==> src/design/complex_magnitude_unit_macros.svh <==
// Assertion macros shared by the complex magnitude unit.
// No dependencies; pulled in by the modules that carry checks.
`ifndef COMPLEX_MAGNITUDE_UNIT_MACROS_SVH
`define COMPLEX_MAGNITUDE_UNIT_MACROS_SVH

// Same-cycle implication, disabled during reset.
`define CMAG_ASSERT_IMP(label, clk, rst, ante, cons) \
  label: assert property (@(posedge clk) disable iff (rst) (ante) |-> (cons)) \
    else $error("cmag check failed: same-cycle implication");

// Next-cycle implication, disabled during reset.
`define CMAG_ASSERT_NXT(label, clk, rst, ante, cons) \
  label: assert property (@(posedge clk) disable iff (rst) (ante) |=> (cons)) \
    else $error("cmag check failed: next-cycle implication");

`endif

==> src/design/cmag_pkg.sv <==
// Shared constants for the complex magnitude unit.
// No dependencies.
`timescale 1ns / 1ps

package cmag_pkg;

  // result field
  localparam int MAG_W = 16;
  localparam logic [MAG_W-1:0] MAG_MAX = 16'hFFFF;

  // widest root the sample width range can produce (SAMPLE_WIDTH 32 -> 33 bits)
  localparam int ROOT_EXT_W = 33;

endpackage

==> src/design/cmag_square.sv <==
// Sum-of-squares front end: absolute value, squares, sum (three stages).
// Depends on cmag_pkg.
`timescale 1ns / 1ps

module cmag_square #(
  parameter int SAMPLE_WIDTH = 16
) (
  input  logic                    clk,
  input  logic                    rst,
  input  logic                    in_valid,
  output logic                    in_ready,
  input  logic [SAMPLE_WIDTH-1:0] in_real,
  input  logic [SAMPLE_WIDTH-1:0] in_imag,
  output logic                    out_valid,
  input  logic                    out_ready,
  output logic [2*SAMPLE_WIDTH:0] out_sum
);
  import cmag_pkg::*;

  localparam int PROD_W = 2 * SAMPLE_WIDTH;
  localparam int SUM_W  = PROD_W + 1;
  localparam logic [SAMPLE_WIDTH-1:0] ONE = SAMPLE_WIDTH'(1);

  logic                    v0, v1, v2;
  logic                    rdy0, rdy1, rdy2;
  logic [SAMPLE_WIDTH-1:0] abs_re, abs_im;
  logic [SAMPLE_WIDTH-1:0] abs_re_q, abs_im_q;
  logic [PROD_W-1:0]       sq_re_q, sq_im_q;
  logic [SUM_W-1:0]        sum_q;

  // most negative value negates to 2^(W-1), exact as unsigned
  assign abs_re = in_real[SAMPLE_WIDTH-1] ? (~in_real + ONE) : in_real;
  assign abs_im = in_imag[SAMPLE_WIDTH-1] ? (~in_imag + ONE) : in_imag;

  assign rdy2 = !v2 || out_ready;
  assign rdy1 = !v1 || rdy2;
  assign rdy0 = !v0 || rdy1;
  assign in_ready = rdy0;

  always_ff @(posedge clk) begin
    if (rst) begin
      v0 <= 1'b0;
      v1 <= 1'b0;
      v2 <= 1'b0;
    end else begin
      if (rdy0) v0 <= in_valid;
      if (rdy1) v1 <= v0;
      if (rdy2) v2 <= v1;
    end
  end

  always_ff @(posedge clk) begin
    if (rdy0 && in_valid) begin
      abs_re_q <= abs_re;
      abs_im_q <= abs_im;
    end
    if (rdy1 && v0) begin
      sq_re_q <= PROD_W'(abs_re_q) * PROD_W'(abs_re_q);
      sq_im_q <= PROD_W'(abs_im_q) * PROD_W'(abs_im_q);
    end
    if (rdy2 && v1) begin
      sum_q <= SUM_W'(sq_re_q) + SUM_W'(sq_im_q);
    end
  end

  assign out_valid = v2;
  assign out_sum   = sum_q;

endmodule

==> src/design/cmag_sqrt.sv <==
// Pipelined restoring integer square root, one root bit per stage.
// Depends on cmag_pkg and complex_magnitude_unit_macros.svh.
`timescale 1ns / 1ps
`include "complex_magnitude_unit_macros.svh"

module cmag_sqrt #(
  parameter int SAMPLE_WIDTH = 16
) (
  input  logic                    clk,
  input  logic                    rst,
  input  logic                    in_valid,
  output logic                    in_ready,
  input  logic [2*SAMPLE_WIDTH:0] in_sum,
  output logic                    out_valid,
  input  logic                    out_ready,
  output logic [SAMPLE_WIDTH:0]   out_root
);
  import cmag_pkg::*;

  localparam int ROOT_W = SAMPLE_WIDTH + 1;
  localparam int SQ_W   = 2 * ROOT_W;   // radicand padded to whole bit pairs
  localparam int REM_W  = ROOT_W + 3;

  logic [ROOT_W-1:0] vq;
  logic [ROOT_W:0]   rdy;
  logic [REM_W-1:0]  rem_q  [ROOT_W];
  logic [ROOT_W-1:0] root_q [ROOT_W];
  logic [SQ_W-1:0]   n_q    [ROOT_W];

  assign rdy[ROOT_W] = out_ready;
  assign in_ready    = rdy[0];

  for (genvar k = 0; k < ROOT_W; k++) begin : g_stage
    logic              v_in;
    logic [REM_W-1:0]  rem_in, rem_sh, trial;
    logic [ROOT_W-1:0] root_in;
    logic [SQ_W-1:0]   n_in;
    logic              fit;

    if (k == 0) begin : g_first
      assign v_in    = in_valid;
      assign rem_in  = '0;
      assign root_in = '0;
      assign n_in    = SQ_W'(in_sum);
    end else begin : g_next
      assign v_in    = vq[k-1];
      assign rem_in  = rem_q[k-1];
      assign root_in = root_q[k-1];
      assign n_in    = n_q[k-1];
    end

    // bring down the next two radicand bits, try root*4+1
    assign rem_sh = {rem_in[REM_W-3:0], n_in[SQ_W-1 -: 2]};
    assign trial  = REM_W'({root_in, 2'b01});
    assign fit    = rem_sh >= trial;

    assign rdy[k] = !vq[k] || rdy[k+1];

    always_ff @(posedge clk) begin
      if (rst) begin
        vq[k] <= 1'b0;
      end else if (rdy[k]) begin
        vq[k] <= v_in;
      end
    end

    always_ff @(posedge clk) begin
      if (rdy[k] && v_in) begin
        rem_q[k]  <= fit ? (rem_sh - trial) : rem_sh;
        root_q[k] <= {root_in[ROOT_W-2:0], fit};
        n_q[k]    <= {n_in[SQ_W-3:0], 2'b00};
      end
    end
  end

  assign out_valid = vq[ROOT_W-1];
  assign out_root  = root_q[ROOT_W-1];

  // remainder of a floor root never exceeds twice the root
  `CMAG_ASSERT_IMP(a_rem_bound, clk, rst, vq[ROOT_W-1], rem_q[ROOT_W-1] <= REM_W'({root_q[ROOT_W-1], 1'b0}))
  // a finished root held back by the consumer stays put
  `CMAG_ASSERT_NXT(a_out_hold, clk, rst, vq[ROOT_W-1] && !out_ready, vq[ROOT_W-1] && $stable(root_q[ROOT_W-1]))
  // an accepted radicand always lands in the first stage
  `CMAG_ASSERT_NXT(a_enter, clk, rst, in_valid && rdy[0], vq[0])

endmodule

==> src/design/complex_magnitude_unit.sv <==
// Complex magnitude unit top level: floor(sqrt(re^2 + im^2)) per transaction.
// Depends on cmag_pkg, cmag_square, cmag_sqrt.
`timescale 1ns / 1ps
//
//  channel   | dir | signals                  | payload
//  ----------+-----+--------------------------+----------------------------------
//  s_axis    | in  | s_tvalid/s_tready/tdata  | real_part, imag_part (SAMPLE_WIDTH)
//  m_axis    | out | m_tvalid/m_tready/tdata  | magnitude (16 bits, unsigned)
//
//  Throughput: one transaction per clock, sustained while m_tready is held high.
//  Pipeline: three stages for abs/square/sum, then one stage per root bit in the
//    square root pipeline.
//  Reset (rst, synchronous) empties the pipeline; payload registers are not cleared.
//  Stalls: a full stage holds while its successor cannot accept, so bubbles collapse and
//    input is still taken while a finished result waits on m_tready, as long as a stage is empty.

module complex_magnitude_unit #(
  parameter int SAMPLE_WIDTH = 16   // width of each part, 8..32
) (
  input  logic clk,
  input  logic rst,

  input  logic s_tvalid,
  output logic s_tready,
  // [SAMPLE_WIDTH-1:0] real_part, [2*SAMPLE_WIDTH-1:SAMPLE_WIDTH] imag_part, zero pad above
  input  logic [((2*SAMPLE_WIDTH+7)/8)*8-1:0] s_tdata,

  output logic m_tvalid,
  input  logic m_tready,
  // [15:0] magnitude
  output logic [cmag_pkg::MAG_W-1:0] m_tdata
);
  import cmag_pkg::*;

  localparam int ROOT_W = SAMPLE_WIDTH + 1;
  localparam int SUM_W  = 2 * SAMPLE_WIDTH + 1;

  logic                    sq_valid, sq_ready;
  logic [SUM_W-1:0]        sq_sum;
  logic [ROOT_W-1:0]       root;
  logic [ROOT_EXT_W-1:0]   root_ext;

  // stages 1..3: |re|, |im| -> squares -> sum of squares
  cmag_square #(
    .SAMPLE_WIDTH(SAMPLE_WIDTH)
  ) u_square (
    .clk      (clk),
    .rst      (rst),
    .in_valid (s_tvalid),
    .in_ready (s_tready),
    .in_real  (s_tdata[SAMPLE_WIDTH-1:0]),
    .in_imag  (s_tdata[2*SAMPLE_WIDTH-1:SAMPLE_WIDTH]),
    .out_valid(sq_valid),
    .out_ready(sq_ready),
    .out_sum  (sq_sum)
  );

  // remaining stages: one root bit each; last stage is the output register
  cmag_sqrt #(
    .SAMPLE_WIDTH(SAMPLE_WIDTH)
  ) u_sqrt (
    .clk      (clk),
    .rst      (rst),
    .in_valid (sq_valid),
    .in_ready (sq_ready),
    .in_sum   (sq_sum),
    .out_valid(m_tvalid),
    .out_ready(m_tready),
    .out_root (root)
  );

  // roots above 16 bits only occur for wide samples; clamp to full scale
  assign root_ext = ROOT_EXT_W'(root);
  assign m_tdata  = (root_ext > ROOT_EXT_W'(MAG_MAX)) ? MAG_MAX : root_ext[MAG_W-1:0];

endmodule
==> config.mk <==
export PLATFORM = sky130hd
export DESIGN_NAME = complex_magnitude_unit
export DESIGN_NICKNAME = d
export VERILOG_FILES = /design/src/design/cmag_pkg.sv /design/src/design/cmag_square.sv /design/src/design/cmag_sqrt.sv /design/src/design/complex_magnitude_unit.sv
export VERILOG_INCLUDE_DIRS = /design/src /design/src/design
export SDC_FILE = /design/constraint.sdc
export NUM_CORES = 2
export LEC_CHECK = 0
export ABC_AREA = 1
export BUFFER_PORTS_ARGS = -buffer_cell sky130_fd_sc_hd__clkbuf_2
export CAP_MARGIN = 20
export CORE_UTILIZATION = 70
export CTS_BUF_LIST = sky130_fd_sc_hd__clkbuf_8
export CTS_CLUSTER_DIAMETER = 40
export DETAILED_ROUTE_END_ITERATION = 10
export HOLD_SLACK_MARGIN = 0.12
export PLACE_DENSITY = 0.87
export SYNTH_ARGS = -nofsm -noshare
export SYNTH_HDL_FRONTEND = slang
export SYNTH_HIERARCHICAL = 1
export SYNTH_SLANG_ARGS = --single-unit
==> constraint.sdc <==
create_clock -name clk -period 16.49 [get_ports clk]
set_input_delay 0.8245 -clock clk [delete_from_list [all_inputs] [get_ports clk]]
set_output_delay 0.8245 -clock clk [all_outputs]
set_load 0.01 [all_outputs]
Word-level counts from Yosys, hierarchy flattened
Memories as Yosys holds them, arrays and structs flattened.
Index checks and enable logic that the tools add are counted.
Widths: inputs -> output; s select.
- bits in registers: 149
- memory bits (writable): 1173
- output and inout bits: 18
- word-level logic and storage cells: 186
- memories: 3
- memory list (name ; depth ; bits a word ; rd ports ; clocked after memory_dff ; write ports ; line ; source):
    u_sqrt.n_q ; 17 ; 32 ; 16 ; 0 ; 17 ; cmag_sqrt.sv:28 ; logic [SQ_W-1:0] n_q [ROOT_W];
    u_sqrt.rem_q ; 17 ; 20 ; 16 ; 0 ; 17 ; cmag_sqrt.sv:26 ; logic [REM_W-1:0] rem_q [ROOT_W];
    u_sqrt.root_q ; 17 ; 17 ; 17 ; 0 ; 17 ; cmag_sqrt.sv:27 ; logic [ROOT_W-1:0] root_q [ROOT_W];
- $add $sub $neg: 20
- multiply operators: 2
- order comparisons: 18
- mux-type cells: 54
- bitwise operators: 2
- reduce and logical (&&, ||, !) cells: 60
- operator list (cell ; count):
    $mux 20 ; 17
    $ge 20x19->1 ; 16
    $sub 20x19->20 ; 16
    $mul 16x16->32 ; 2
    $mux 1 ; 34
    $add 32x32->33 ; 1
    $add 16x1->16 const B ; 2
    $not 16->16 ; 2
    $mux 15 ; 2
    $logic_and 1x1->1 ; 20
    $logic_not 1->1 ; 20
    $logic_or 1x1->1 ; 20
    $gt 17x16->1 const B ; 1
    $mux 16 ; 1
    $sub 1x1->2 const B ; 1
    $ge 1x1->1 const B ; 1

Longest topological paths before layout
- depth in word-level cells: 22
- mapped depth: 27
- gate-level depth less buffers: 25

Hierarchy
Netlist, hierarchy kept.
- modules (own cells, without submodules) (module ; times used ; cells each ; area each (um^2)):
    cmag_sqrt ; 1 ; 2952 ; 33587.2
    cmag_square ; 1 ; 2976 ; 22908.2
    complex_magnitude_unit ; 1 ; 34 ; 135.1

Worst setup path after synthesis
OpenSTA, ideal clock, no wires.
- path kind: flip-flop to flip-flop
- start point: register u_square.abs_re_q[11]
- end point: register u_square.sq_re_q[31] (data pin)
- setup time: 252 ps
- arrival time: 5110 ps
- required time: 16238 ps
- slack: 11128 ps
- stages on the path, launching flop included: 22
- clock period less this slack: 5362 ps
- cells stage by stage: edfxtp_1 > clkbuf_1 > clkbuf_1 > nand2_1 > fa_1 > fa_1 > inv_1 > fa_1 > fa_1 > fa_1 > inv_1 > fa_1 > inv_1 > ha_1 > nand2_1 > inv_1 > a21oi_1 > nand3_1 > nand2_1 > nand2_1 > nand2_1 > nand2_1
- word-level cells in the longest chain between the ends: 1
- RTL lines (what ; line ; source):
    start, declared ; cmag_square.sv:27 ; logic [SAMPLE_WIDTH-1:0] abs_re_q, abs_im_q;
    start signal, assigned ; cmag_square.sv:54 ; abs_re_q <= abs_re;
    $mul 16x16->32 ; cmag_square.sv:58 ; sq_re_q <= PROD_W'(abs_re_q) * PROD_W'(abs_re_q);
    end signal, assigned ; cmag_square.sv:58 ;
    end, declared ; cmag_square.sv:28 ; logic [PROD_W-1:0] sq_re_q, sq_im_q;
No other way between the ends.
A chain may end at the register's enable or synchronous reset.

Worst setup path after layout
- start point: register u_square.abs_re_q[8]
- end point: register u_square.sq_re_q[29] (data pin)
The elaborated chain is that of the path after synthesis.

==> impl_results.md <==
* Initial antenna violation count at 1
* Io pins at 54
* Top post-synthesis cells by count: 1338 x nand2_1, 1271 x inv_1, 816 x edfxtp_1
* Crit end category: flip-flop
* Min-Delay Path Class: in -> reg
* Worst-path clk slew at roughly 60 ps
* R2R cell count at 23
* CTS resizes at 0
* WL/cell at approximately 17 um
* Post-Syn Nets at ~6700
* Most common cell in the netlist: nand2_1
* Die span in x at 286.4 um
* Post-synth top area cell: edfxtp_1
* Final period util at between 30% and 40%
* PortBufs at between 50 and 60
* # setup viols final at 0
* Startpoint types: flip-flop
* Full die area at 82040 um^2
* Starting Density at 71.22%
* Final wirelength at roughly 120 mm
* Fin. max-slew vios at 0
* Synth Flop Type: edfxtp_1
* Reg2reg setup slack at around 11000 ps
* TritonCTS clock tree: built
* Via count at roughly 40000
* Post-synth ARST share at 0%
* Post-DP HPWL at 96.16 mm
* 1st-pass router iterations at 8
* H-tree depth at 4
* Synth area leaders: edfxtp_1 43%, fa_1 11%, ha_1 8.9%, nand2_1 8.9%, inv_1 8.4%
* Register area share after synthesis at a little over two fifths
* Syn-to-layout area delta at 7.227%
* Largest net degree at the start of global routing at 50
* Slew HR at a little over a quarter
* Synth Cell Area at ~57000 um^2
* R2R Path End: u_square/sq_re_q[29]
* Mapped Avg Cell Area at 9.499 um^2
* CTS Root Cell: clkbuf_8
* TritonCTS buffer count at 140
* Worst Skew at around 44 ps
* GRT Total Usage at between 30 and 40%
* Skew-Pair Late Insertion Delay at roughly 800 ps
* Drt initial violations at 3113
* Postcts setup bufs at 0
* Top cell type's share of synthesized area at a little over two fifths
* WP data required at between 15000 and 20000 ps
* Setup CP Type: reg -> reg
* Worst Setup SP: u_square/abs_re_q[8]
* Die Y-Extent at between 200 and 300 um
* Ys Warns at 6
* Vias/cell at 5.545
* Final hold vios at 0
* Status: finished clean
* Critical path arrival at roughly 6400 ps
* Synthesized instance count at roughly 6000
* RePlAce Congestion at 0.9419
* CORE AREA at 79520 um^2
* Vias in the first global route at just over 40000
* Post-synth EDFFs at ~820
* Global-route wire length before repair at between 200 and 250 mm
* Detail Route Antenna Nets at 0
* CTS Hold Bufs at 0
* Worst-Margin Slew at between 1000 and 1500 ps
* Fin Setup TNS at 0 ps
* Max Buffers Root-to-Sink at 3
* Total gr overflow at 0
* Fmax at about 170 MHz
* RSZ-0062 raised after global routing: no
* Row cnt at 103
* Reg2reg start: u_square/abs_re_q[8]
* Min cycle time layout at 5886 ps
* Number of synthesized register bits at about 840
* Critical path endpoint: u_square/sq_re_q[29]
* Max_cap viols at 0
* Synth unique cells at 65
* Crit path max fanout at 16
* Fin nets at 6852
* TritonCTS Sinks at between 800 and 900
* # DRC at 0
* Share of cells above drive strength 1 at slightly above 7%
kinds of logic (layout without fill, tap and decap cells):
kind of cell	after synthesis	in the layout	synth area share, %
flops	836	836	43.98
simple gates	2156	2156	16.13
other cells	1	2	0.006622
compound gates	596	596	6.045
buf+inv	1380	1612	9.337
fa+ha+maj	730	730	20.44
xor+xnor	263	263	4.068
layout by cell type, fill, tap and decap left out, drive strengths merged, types with 10 or more instances in the layout:
| cell type | n |
|---|---|
| a21o | 16 |
| a21oi | 255 |
| a31oi | 10 |
| buf | 19 |
| clkbuf | 198 |
| clkinv | 39 |
| dfxtp | 20 |
| edfxtp | 816 |
| fa | 325 |
| ha | 405 |
| inv | 1341 |
| nand2 | 1369 |
| nand3 | 205 |
| nand4 | 61 |
| nor2 | 377 |
| nor3 | 79 |
| nor4 | 14 |
| o21ai | 238 |
| o21bai | 24 |
| or2 | 36 |
| xnor2 | 83 |
| xor2 | 180 |
how the worst min path moves through the flow:
stage / startpoint / slack, ps / depth (start not counted) / end
after floorplan: u_square/out_sum[0] / 400 / 0 / u_sqrt/n_q[0][0]
after global placement: u_sqrt/n_q[0][193] / 400 / 0 / u_sqrt/n_q[0][225]
after detailed placement: u_sqrt/n_q[0][84] / 400 / 0 / u_sqrt/n_q[0][116]
after CTS: s_tdata[16] / 170 / 1 / u_square/abs_im_q[0]
after global routing: s_tdata[16] / 210 / 1 / u_square/abs_im_q[0]
final: s_tdata[16] / 230 / 1 / u_square/abs_im_q[0]
registers in the layout, summed over array words and instances, names as in the netlist:
name,count
u_sqrt/rem_q,264
u_square/abs_re_q,16
u_square/sq_re_q,31
u_square/v1,1
u_square/abs_im_q,16
u_sqrt/out_valid,1
u_square/out_sum,33
u_square/v0,1
u_sqrt/n_q,272
u_square/out_valid,1
u_sqrt/g_stage.v_in,16
u_sqrt/root_q,153
u_square/sq_im_q,31
through the flow:
| step | util, % | hold slack [ps] | cells | worst slack, ps | area, um^2 |
|---|---|---|---|---|---|
| 2_1_floorplan | - | 400.3 | 5962 | 11130 | 56630 |
| 3_3_place_gp | 72.91 | 400.7 | 6992 | 10710 | 57980 |
| 3_5_place_dp | 72.94 | 404.5 | 6993 | 10640 | 58000 |
| 4_1_cts | 76.34 | 172.9 | 7243 | 10630 | 60700 |
| 5_1_grt | 76.37 | 205.5 | 7245 | 10190 | 60720 |
| 6_report | 76.37 | 230.6 | 7245 | 10600 | 60720 |
critical path, stage by stage, from the launching register on:
cell	delay, ps
edfxtp_1	660
nand2_1	220
inv_1	80
fa_1	530
inv_1	50
fa_1	540
inv_1	60
fa_1	500
inv_1	50
fa_1	530
inv_1	50
fa_1	470
inv_1	50
fa_1	470
inv_1	40
ha_1	350
nand2_2	150
inv_1	60
a21oi_2	200
nand3_1	220
nand2_1	140
nand3_1	70
nand2_1	70
nand2_1	50
routing by layer:
| metal | part of all wire, % | vias up | global-route usage [%] |
|---|---|---|---|
| met4 | 4.3 | 0 | 14.67 |
| met3 | 4.8 | 343 | 3.839 |
| met1 | 39 | 19220 | 36.89 |
| met5 | 0 | - | 0 |
| li1 | - | 19340 | - |
| met2 | 52 | 1273 | 56.26 |
cell type report:
class / count / area [um^2]
multi-input combinational: 3746 / 26530
antenna: 1 / 2.502
clock buffer: 145 / 1996
sequential: 836 / 24900
fill: 5253 / 18790
inverter: 1290 / 4842
timing repair buffer: 72 / 432.9
tap: 1050 / 1314
clock inverter: 105 / 706.9
Power is not shown: default switching activity piles up to over one toggle a cycle in this logic, so the estimate is an artifact.
